File: src/sv/srpe_pkg.sv
`timescale 1ns / 1ps
// ----------------------------------------------------------------------------
// srpe_pkg
// Shared types and constants for the sequence range progression engine.
// ----------------------------------------------------------------------------
package srpe_pkg;

    localparam int CAPACITY = 1024;
    localparam int DATA_W   = 32;
    localparam int ADDR_W   = $clog2(CAPACITY);
    localparam int CNT_W    = $clog2(CAPACITY + 1);
    localparam int POS_W    = 11;
    localparam int OP_W     = 3;

    typedef enum logic [OP_W-1:0] {
        OP_INSERT    = 3'd0,
        OP_DELETE    = 3'd1,
        OP_OVERWRITE = 3'd2,
        OP_READ      = 3'd3,
        OP_ADD       = 3'd4,
        OP_ASSIGN    = 3'd5
    } op_t;

    typedef enum logic [2:0] {
        ST_IDLE,
        ST_CHECK,
        ST_SWEEP,
        ST_DRAIN,
        ST_FINAL,
        ST_DONE
    } state_t;

    typedef struct packed {
        logic [OP_W-1:0]   op;
        logic [POS_W-1:0]  pos;
        logic [POS_W-1:0]  rend;
        logic [DATA_W-1:0] value;
        logic [DATA_W-1:0] slope;
        logic [DATA_W-1:0] intercept;
    } req_t;

    typedef struct packed {
        logic [DATA_W-1:0] read_value;
        logic [CNT_W-1:0]  length;
        logic              error;
    } res_t;

    typedef struct packed {
        logic              en;
        logic [ADDR_W-1:0] addr;
        logic [DATA_W-1:0] data;
    } mem_wr_t;

endpackage

File: src/sv/srpe_seq.sv
`timescale 1ns / 1ps
// ----------------------------------------------------------------------------
// srpe_seq
// Request sequencer: range check, then one element per cycle through the
// store (read, update in the shared adder, write back in the next cycle).
// ----------------------------------------------------------------------------
module srpe_seq (
    input  logic                        clk,
    input  logic                        rst_n,
    input  logic                        start,
    input  srpe_pkg::req_t              req,
    input  logic                        out_free,
    output logic                        idle,
    output logic                        done,
    output srpe_pkg::res_t              res,
    output srpe_pkg::mem_wr_t           mem_wr,
    output logic [srpe_pkg::ADDR_W-1:0] mem_raddr,
    input  logic [srpe_pkg::DATA_W-1:0] mem_rdata
);

    localparam int CNT_W  = srpe_pkg::CNT_W;
    localparam int ADDR_W = srpe_pkg::ADDR_W;
    localparam int DATA_W = srpe_pkg::DATA_W;

    srpe_pkg::state_t state_reg, state_next;
    srpe_pkg::req_t   req_reg, req_next;
    logic [CNT_W-1:0]  count_reg, count_next;
    logic [CNT_W-1:0]  idx_reg, idx_next;
    logic [CNT_W-1:0]  last_reg, last_next;
    logic [DATA_W-1:0] term_reg, term_next;
    logic [DATA_W-1:0] pend_term_reg, pend_term_next;
    logic              pend_valid_reg, pend_valid_next;
    logic [ADDR_W-1:0] pend_addr_reg, pend_addr_next;
    logic [DATA_W-1:0] rd_reg, rd_next;
    logic              err_reg, err_next;

    logic              chk_err;
    logic              chk_empty;
    logic [CNT_W-1:0]  chk_start;
    logic [CNT_W-1:0]  chk_last;
    logic [CNT_W-1:0]  pos_c;
    logic [CNT_W-1:0]  rend_c;
    logic [CNT_W-1:0]  tgt_c;
    logic [DATA_W-1:0] wdata;
    logic              wb_en;

    assign pos_c  = CNT_W'(req_reg.pos);
    assign rend_c = CNT_W'(req_reg.rend);

    // bounds check and sweep limits
    always_comb
    begin
        chk_err   = 1'b0;
        chk_empty = 1'b0;
        chk_start = pos_c;
        chk_last  = pos_c;
        unique case (req_reg.op)
            srpe_pkg::OP_INSERT:
            begin
                chk_err   = (pos_c > count_reg) ||
                            (count_reg >= CNT_W'(srpe_pkg::CAPACITY));
                chk_empty = (pos_c == count_reg);
                chk_start = count_reg - CNT_W'(1);
                chk_last  = pos_c;
            end
            srpe_pkg::OP_DELETE:
            begin
                chk_err   = (pos_c >= count_reg);
                chk_empty = (pos_c + CNT_W'(1) == count_reg);
                chk_start = pos_c + CNT_W'(1);
                chk_last  = count_reg - CNT_W'(1);
            end
            srpe_pkg::OP_OVERWRITE:
            begin
                chk_err   = (pos_c >= count_reg);
                chk_empty = 1'b1;
            end
            srpe_pkg::OP_READ:
            begin
                chk_err   = (pos_c >= count_reg);
            end
            srpe_pkg::OP_ADD, srpe_pkg::OP_ASSIGN:
            begin
                chk_err   = !((pos_c < rend_c) && (rend_c <= count_reg));
                chk_last  = rend_c - CNT_W'(1);
            end
            default:
            begin
                chk_err   = 1'b1;
            end
        endcase
    end

    // write-back address for the element read this cycle
    always_comb
    begin
        unique case (req_reg.op)
            srpe_pkg::OP_INSERT: tgt_c = idx_reg + CNT_W'(1);
            srpe_pkg::OP_DELETE: tgt_c = idx_reg - CNT_W'(1);
            default:             tgt_c = idx_reg;
        endcase
    end

    // shared update unit
    always_comb
    begin
        unique case (req_reg.op)
            srpe_pkg::OP_ADD:    wdata = mem_rdata + pend_term_reg;
            srpe_pkg::OP_ASSIGN: wdata = pend_term_reg;
            default:             wdata = mem_rdata;
        endcase
    end

    assign wb_en = pend_valid_reg && (req_reg.op != srpe_pkg::OP_READ);

    // next state
    always_comb
    begin
        state_next = state_reg;
        unique case (state_reg)
            srpe_pkg::ST_IDLE:
            begin
                if (start)
                begin
                    state_next = srpe_pkg::ST_CHECK;
                end
            end
            srpe_pkg::ST_CHECK:
            begin
                if (chk_err)
                begin
                    state_next = srpe_pkg::ST_DONE;
                end
                else if (chk_empty)
                begin
                    state_next = srpe_pkg::ST_FINAL;
                end
                else
                begin
                    state_next = srpe_pkg::ST_SWEEP;
                end
            end
            srpe_pkg::ST_SWEEP:
            begin
                if (idx_reg == last_reg)
                begin
                    state_next = srpe_pkg::ST_DRAIN;
                end
            end
            srpe_pkg::ST_DRAIN:
            begin
                state_next = srpe_pkg::ST_FINAL;
            end
            srpe_pkg::ST_FINAL:
            begin
                state_next = srpe_pkg::ST_DONE;
            end
            srpe_pkg::ST_DONE:
            begin
                if (out_free)
                begin
                    state_next = srpe_pkg::ST_IDLE;
                end
            end
            default:
            begin
                state_next = srpe_pkg::ST_IDLE;
            end
        endcase
    end

    // datapath and outputs
    always_comb
    begin
        req_next        = req_reg;
        count_next      = count_reg;
        idx_next        = idx_reg;
        last_next       = last_reg;
        term_next       = term_reg;
        pend_term_next  = pend_term_reg;
        pend_valid_next = 1'b0;
        pend_addr_next  = pend_addr_reg;
        rd_next         = rd_reg;
        err_next        = err_reg;
        mem_wr.en       = 1'b0;
        mem_wr.addr     = pend_addr_reg;
        mem_wr.data     = wdata;
        mem_raddr       = idx_reg[ADDR_W-1:0];
        unique case (state_reg)
            srpe_pkg::ST_IDLE:
            begin
                if (start)
                begin
                    req_next = req;
                end
            end
            srpe_pkg::ST_CHECK:
            begin
                term_next = req_reg.intercept;
                rd_next   = '0;
                err_next  = chk_err;
                idx_next  = chk_start;
                last_next = chk_last;
            end
            srpe_pkg::ST_SWEEP:
            begin
                mem_wr.en       = wb_en;
                pend_valid_next = 1'b1;
                pend_addr_next  = tgt_c[ADDR_W-1:0];
                pend_term_next  = term_reg;
                term_next       = term_reg + req_reg.slope;
                if (req_reg.op == srpe_pkg::OP_INSERT)
                begin
                    idx_next = idx_reg - CNT_W'(1);
                end
                else
                begin
                    idx_next = idx_reg + CNT_W'(1);
                end
            end
            srpe_pkg::ST_DRAIN:
            begin
                mem_wr.en = wb_en;
                if (req_reg.op == srpe_pkg::OP_READ)
                begin
                    rd_next = mem_rdata;
                end
            end
            srpe_pkg::ST_FINAL:
            begin
                mem_wr.addr = req_reg.pos[ADDR_W-1:0];
                mem_wr.data = req_reg.value;
                if (req_reg.op == srpe_pkg::OP_INSERT)
                begin
                    mem_wr.en  = 1'b1;
                    count_next = count_reg + CNT_W'(1);
                end
                else if (req_reg.op == srpe_pkg::OP_OVERWRITE)
                begin
                    mem_wr.en = 1'b1;
                end
                else if (req_reg.op == srpe_pkg::OP_DELETE)
                begin
                    count_next = count_reg - CNT_W'(1);
                end
            end
            srpe_pkg::ST_DONE:
            begin
            end
            default:
            begin
            end
        endcase
    end

    assign idle           = (state_reg == srpe_pkg::ST_IDLE);
    assign done           = (state_reg == srpe_pkg::ST_DONE) && out_free;
    assign res.read_value = rd_reg;
    assign res.length     = count_reg;
    assign res.error      = err_reg;

    always_ff @(posedge clk or negedge rst_n)
    begin
        if (!rst_n)
        begin
            state_reg      <= srpe_pkg::ST_IDLE;
            count_reg      <= '0;
            pend_valid_reg <= 1'b0;
        end
        else
        begin
            state_reg      <= state_next;
            count_reg      <= count_next;
            pend_valid_reg <= pend_valid_next;
        end
    end

    always_ff @(posedge clk)
    begin
        req_reg       <= req_next;
        idx_reg       <= idx_next;
        last_reg      <= last_next;
        term_reg      <= term_next;
        pend_term_reg <= pend_term_next;
        pend_addr_reg <= pend_addr_next;
        rd_reg        <= rd_next;
        err_reg       <= err_next;
    end

endmodule

File: config.mk
export PLATFORM = sky130hd
export DESIGN_NAME = srpe_seq
export DESIGN_NICKNAME = d
export VERILOG_FILES = /design/src/sv/srpe_pkg.sv /design/src/sv/srpe_seq.sv
export SDC_FILE = /design/constraint.sdc
export NUM_CORES = 1
export LEC_CHECK = 0
export BUFFER_PORTS_ARGS = -buffer_cell sky130_fd_sc_hd__buf_2
export CAP_MARGIN = 30
export CELL_PAD_IN_SITES_DETAIL_PLACEMENT = 1
export CELL_PAD_IN_SITES_GLOBAL_PLACEMENT = 2
export CORE_ASPECT_RATIO = 1.5
export CORE_UTILIZATION = 37
export DETAILED_ROUTE_END_ITERATION = 10
export PLACE_DENSITY_LB_ADDON = 0.1
export REMOVE_ABC_BUFFERS = 1
export SLEW_MARGIN = 20
export SYNTH_ARGS = -nofsm -noshare
export SYNTH_HDL_FRONTEND = slang
export SYNTH_SLANG_ARGS = --single-unit
File: constraint.sdc
create_clock -name clk -period 5.8 [get_ports clk]
set_clock_uncertainty 0.1 [all_clocks]
set_input_delay 0.87 -clock clk [delete_from_list [all_inputs] [get_ports clk]]
set_output_delay 0.87 -clock clk [all_outputs]
set_load 0.02 [all_outputs]
==> out/metrics.csv, run 1 <==
stage,metric,value,unit
synth,avgSynthCellArea,10.4,µm²
critical_path,ff2ff_path_depth,10,
critical_path,regToRegSetupSlack,1.54,ns
sta,finalWorstSetupSlack,0.567,ns
layout,fin_nets,2008,
global_routing,grt_pass1_vias,13600,
drt,drt-total-wl,51900,µm
synth,syn_inst,1518,
synth,synth.area.top_cells,"edfxtp_1 47%, ha_1 8.0%, o21ai_0 4.4%, xnor2_1 4.0%, nand2_1 3.6%",
die,num_io_pins,256,
cts,cts_setup_buffers,0,
sta,period_share,90.2,%
drt,drt_iter0_drc,658,
synth,yosysWarnings,0,
place,place_congestion,0.848,
global_routing,busiest_layer,met2,
drt,final_antenna_net_count,0,
critical_path,r2r-start,req_reg[34],
global_routing,grt_pass1_wl,77500,µm
synth,synth_edf_count,250,
global_routing,grt_antenna_before_repair,3,
flow_run,drv_cap,0,
critical_path,timing.rr.end,term_reg[29],
critical_path,required,4.83,ns
sta,maxSlewHeadroom,36.0,%
global_routing,gr-total-overflow,0,
cts,cts_hold_buffers,0,
sta,max_freq,191,MHz
global_routing,met1_usage,24.2,%
place,place_area,17600,µm²
critical_path,worstPathArrival,4.26,ns
die,rows,92,
global_routing,grt_max_degree,79,
drt,vias,12700,
power_and_ir_drop,powerDensity,430,nW/µm²
hold_path,hold_path_class,in2async,
power_and_ir_drop,vdd_drop_max,0.348,mV
synth,synthDominantCellAreaShare,47.5,%
critical_path,crit_type,in2out,
layout,drive_above_1_share,20.5,%
cts,root_buffer,clkbuf_16,
sta,period_minus_slack,5.23,ns
drt,avgViaCountPerCell,5.41,
synth,ys_seq_area_share,49.9,%
cts,cts_buffers,30,
cts,cts_tree,built,
sta,tightest_slew,0.957,ns
die,dieArea,43600,µm²
cts,clock_latency,0.58,ns
layout,fin_area,18600,µm²
synth,synth_top_cell_by_area,edfxtp_1,
cts,cts_resized,0,
critical_path,cp_max_fo,3,
drt,route.detailed.drc,0,
power_and_ir_drop,leakage,0.00747,µW
global_routing,grtUsageMet2,45.9,%
die,start_util,37.5,%
place,dpl.hpwl,38900,µm
die,die_h,255,µm
drt,wire_per_inst,22.2,µm
critical_path,start_kind,input port,
synth,yosysMostFrequentCell,edfxtp_1,
sta,grt_setup_unrepaired,false,
synth,synth_area,15800,µm²
die,core_area,42100,µm²
global_routing,grt_use_total,23.9,%
sta,hold_violations,0,
sta,tns,0,ns
sta,setup_viol,0,
layout,area_growth,17.7,%
place,pre_cts_slack,0.544,ns
synth,ys_ff_latch,265,
critical_path,startpoint,mem_rdata[0],
cts,htree_levels,1,
sta,drv_slew,0,
synth,synthArstFlopShare,5.66,%
drt,dr.pass1.iters,4,
synth,yosys-top-cells-count,"250 x edfxtp_1, 151 x nand2_1, 138 x o21ai_0",
global_routing,use_met3,3.36,%
status,status,"complete, no violations",
synth,synth-main-ff-cell,edfxtp_1,
critical_path,cp-endpoint,mem_wr[24],
synth,ys_types,73,
sta,hold_slack,0.169,ns
cts,clkSlewWorstSetupHoldPaths,0.06,ns
critical_path,worstSetupEndpointType,output pin,
cts,cts.sinks,265,
power_and_ir_drop,power,8010,µW
die,die_width,171,µm
layout,largest_reg_flops,99,
place,portBuffers,255,
cts,cts_buffer_depth,3,
-- worst min path at each step --
stage / startpoint / to
detailed placement: term_reg[13] / pend_term_reg[13]
finish: rst_n / count_reg[7]
floorplan: term_reg[0] / pend_term_reg[0]
global route: rst_n / count_reg[5]
CTS: rst_n / state_reg[2]
global placement: term_reg[28] / pend_term_reg[28]
-- per-layer routing --
metal  wire (µm)  part of all wire, %
met5          40                0.077
met4        2920                  5.6
met3        2400                  4.6
met2       27800                   54
met1       18700                   36
-- worst max-delay path: stages --
cell and delay [ns]:
buf_2 0.11, ha_1 0.24, fa_1 0.43, a211o_1 0.33, a2111oi_4 0.39, o22ai_2 0.19
o41ai_1 0.51, o31a_2 0.24, o21ai_2 0.08, a31oi_1 0.20, xor2_1 0.08, a221oi_1 0.32
buf_2 0.24
-- power by group --
part / leakage [µW] / internal [µW] / switching (µW)
Sequential: 0.00249 / 2600 / 311
Combinational: 0.00452 / 1110 / 2090
Clock: 0.000469 / 1060 / 829
-- stage by stage --
step | instances | util, %
2_1_floorplan | 1436 | -
3_3_place_gp | 2278 | 41.8
3_5_place_dp | 2280 | 41.9
4_1_cts | 2336 | 44.2
5_1_grt | 2336 | 44.2
6_report | 2337 | 44.2
-- area by class of cell --
type / instances / area [µm²]
Fill cell: 4785 / 23500
Sequential cell: 265 / 7880
Multi-Input combinational cell: 1106 / 7340
Timing Repair Buffer: 280 / 1470
Clock buffer: 32 / 779
Tap cell: 564 / 706
Inverter: 65 / 244
Clock inverter: 24 / 183
Antenna cell: 1 / 2.50
-- layout by cell type (no fill, tap or decap), types with 8 or more instances in the layout --
cell type	Yosys	layout
and2_1	36	35
o21a_1	12	12
clkinv_1	1	9
nand2b_1	8	8
xnor2_1	73	73
mux2i_1	10	10
clkbuf_16	0	31
nor2_1	110	105
a21oi_1	93	92
nor4_1	11	11
buf_4	12	24
a211oi_1	13	13
a31oi_1	11	11
inv_1	63	62
buf_2	2	255
a21o_1	47	47
o21ai_0	138	137
nor3_1	30	30
dfrtp_1	15	15
o211ai_1	16	16
o22ai_1	9	9
or3_1	14	14
nand3_1	31	31
nand4_1	17	17
o31ai_1	14	14
a221oi_1	15	15
and3_1	8	8
nand2_1	151	150
xor2_1	51	51
edfxtp_1	250	250
a22oi_1	8	8
ha_1	101	101
-- cells by family (layout without fill, tap and decap cells) --
| kind of cell | Yosys count | count (layout) | share of synthesized area (%) |
|---|---|---|---|
| xor gates and xnor gates | 124 | 124 | 6.87 |
| other | 0 | 1 | 0 |
| adders and majority gates | 103 | 103 | 8.25 |
| AOI/OAI and AO/OA | 434 | 434 | 17.6 |
| DFF | 265 | 265 | 49.9 |
| buffers and inverters | 147 | 401 | 4.04 |
| and+or+nand+nor | 434 | 434 | 12.7 |
| muxes | 11 | 11 | 0.704 |
(Power assumes the default switching activity.)
==> run 2: changes to the inputs <==
Settings changed: RECOVER_POWER set to 50.
==> run 2 against run 1 <==
  * The run now ends with capacitance limit, slew limit left
  * Sequential cell count unchanged
  * Sequential share of layout area up 0.26 points
  * Wire length barely moved
  * Die area did not move
  * Global-route usage unchanged
  * Count of clock-buffer cells in the layout did not move
  * Via count is essentially flat
==> out/metrics.csv, run 2 (synthesis results as in run 1) <==
stage,metric,value,unit
critical_path,regToRegSetupSlack,1.45,ns
place,place_area,17600,µm²
critical_path,cp_max_fo,3,
cts,cts_resized,0,
sta,period_minus_slack,5.23,ns
global_routing,grt_max_degree,79,
cts,cts_tree,built,
sta,period_share,90.2,%
die,core_area,42100,µm²
critical_path,required,4.83,ns
critical_path,worstSetupEndpointType,output pin,
drt,drt_iter0_drc,610,
layout,fin_nets,2008,
place,place_congestion,0.848,
status,status,finished with violations,
drt,avgViaCountPerCell,5.42,
flow_run,drv_cap,2,
global_routing,met1_usage,24.2,%
layout,area_growth,17.0,%
place,portBuffers,255,
drt,vias,12700,
power_and_ir_drop,powerDensity,431,nW/µm²
die,die_width,171,µm
cts,cts_buffers,30,
critical_path,start_kind,input port,
critical_path,cp_cell_sequence,"buf_2, ha_1, fa_1, a211o_1, a2111oi_4, o22ai_2, o41ai_1, o31a_2, o21ai_2, a31oi_1, xor2_1, a221oi_1, buf_2",
drt,dr.pass1.iters,5,
cts,cts_hold_buffers,0,
cts,cts_setup_buffers,0,
sta,drv_slew,84,
global_routing,grt_pass1_wl,77500,µm
cts,cts.sinks,265,
critical_path,crit_top_cell,buf_2,
die,start_util,37.5,%
layout,n_antenna_cell,0,
global_routing,busiest_layer,met2,
global_routing,gr-total-overflow,0,
layout,final_common_cell,edfxtp_1,
sta,setup_viol,0,
layout,stdcell_count,2336,
place,dp.cells,2280,
critical_path,cp_slowest_cell,o41ai_1,
cts,cts_buffer_depth,3,
cts,clock_latency,0.58,ns
status,violations,"capacitance limit, slew limit",
power_and_ir_drop,leakage,0.00725,µW
sta,hold_slack,0.362,ns
layout,fin_area,18500,µm²
drt,drt-total-wl,51900,µm
global_routing,grtUsageMet2,45.9,%
place,dpl.hpwl,38900,µm
die,rows,92,
sta,maxSlewHeadroom,-84.6,%
die,dieArea,43600,µm²
cts,htree_levels,1,
sta,max_freq,191,MHz
global_routing,grt_use_total,23.9,%
drt,wire_per_inst,22.2,µm
layout,layout_common_cells,"250 x edfxtp_1, 194 x buf_2, 150 x nand2_1",
cts,clkSlewWorstSetupHoldPaths,0.06,ns
die,num_io_pins,256,
sta,grt_setup_unrepaired,false,
die,die_h,255,µm
critical_path,crit_type,in2out,
cts,root_buffer,clkbuf_16,
critical_path,slowest_delay,0.51,ns
global_routing,grt_pass1_vias,13600,
global_routing,grt_antenna_before_repair,3,
sta,tns,0,ns
sta,tightest_slew,2.77,ns
layout,drive_above_1_share,16.5,%
hold_path,hold_path_class,reg2reg,
global_routing,use_met3,3.36,%
layout,fin_util,43.9,%
sta,hold_violations,0,
drt,final_antenna_net_count,0,
layout,largest_reg_flops,99,
power_and_ir_drop,vdd_drop_max,0.342,mV
critical_path,worstPathArrival,4.26,ns
drt,route.detailed.drc,0,
[run 2: routing by layer]
layer	wire length, µm	part of all wire [%]	vias up
met5	39	0.075	-
met4	2930	5.6	6
met3	2320	4.5	134
met2	27800	54	333
met1	18800	36	6142
li1	-	-	6045
[run 2: final cells by class]
| type | instances | area, µm² |
|---|---|---|
| clock buffers | 32 | 779 |
| clock inverters | 24 | 183 |
| fillers | 4807 | 23600 |
| inverters | 65 | 244 |
| multi-input cells | 1106 | 7330 |
| flip-flops and latches | 265 | 7880 |
| well taps | 564 | 706 |
| repair buffers | 280 | 1370 |
[run 2: path summary, 6_finish.rpt]
check                             start               end  cells past startpoint
max reg2reg                state_reg[1]       req_reg[29]                      3
min reg2reg                 term_reg[5]  pend_term_reg[5]                      0
max                        mem_rdata[0]        mem_wr[24]                     13
min in group asynchronous         rst_n      count_reg[7]                      1
max in group asynchronous         rst_n      count_reg[6]                      1
min                         term_reg[5]  pend_term_reg[5]                      0
[run 2: metrics by stage]
step | total power [µW] | setup WS [ns]
global placement | 6120 | 0.597
finish | 7980 | 0.569
CTS | 8110 | 0.513
floorplan | 4970 | 0.978
detailed placement | 6190 | 0.544
global route | 8460 | 0.279
[run 2: where the power goes]
part	leakage, µW	switching, µW	internal (µW)
Sequential	0.00249	315	2610
Clock	0.000469	832	1060
Combinational	0.00430	2090	1070
Total	0.00725	3230	4740
[run 2: critical path: cells and delay by family]
family | cells | cell delay [ns]
buffers and inverters | 2 | 0.36
adders and majority gates | 2 | 0.67
xor gates and xnor gates | 1 | 0.09
AOI/OAI and AO/OA | 8 | 2.26
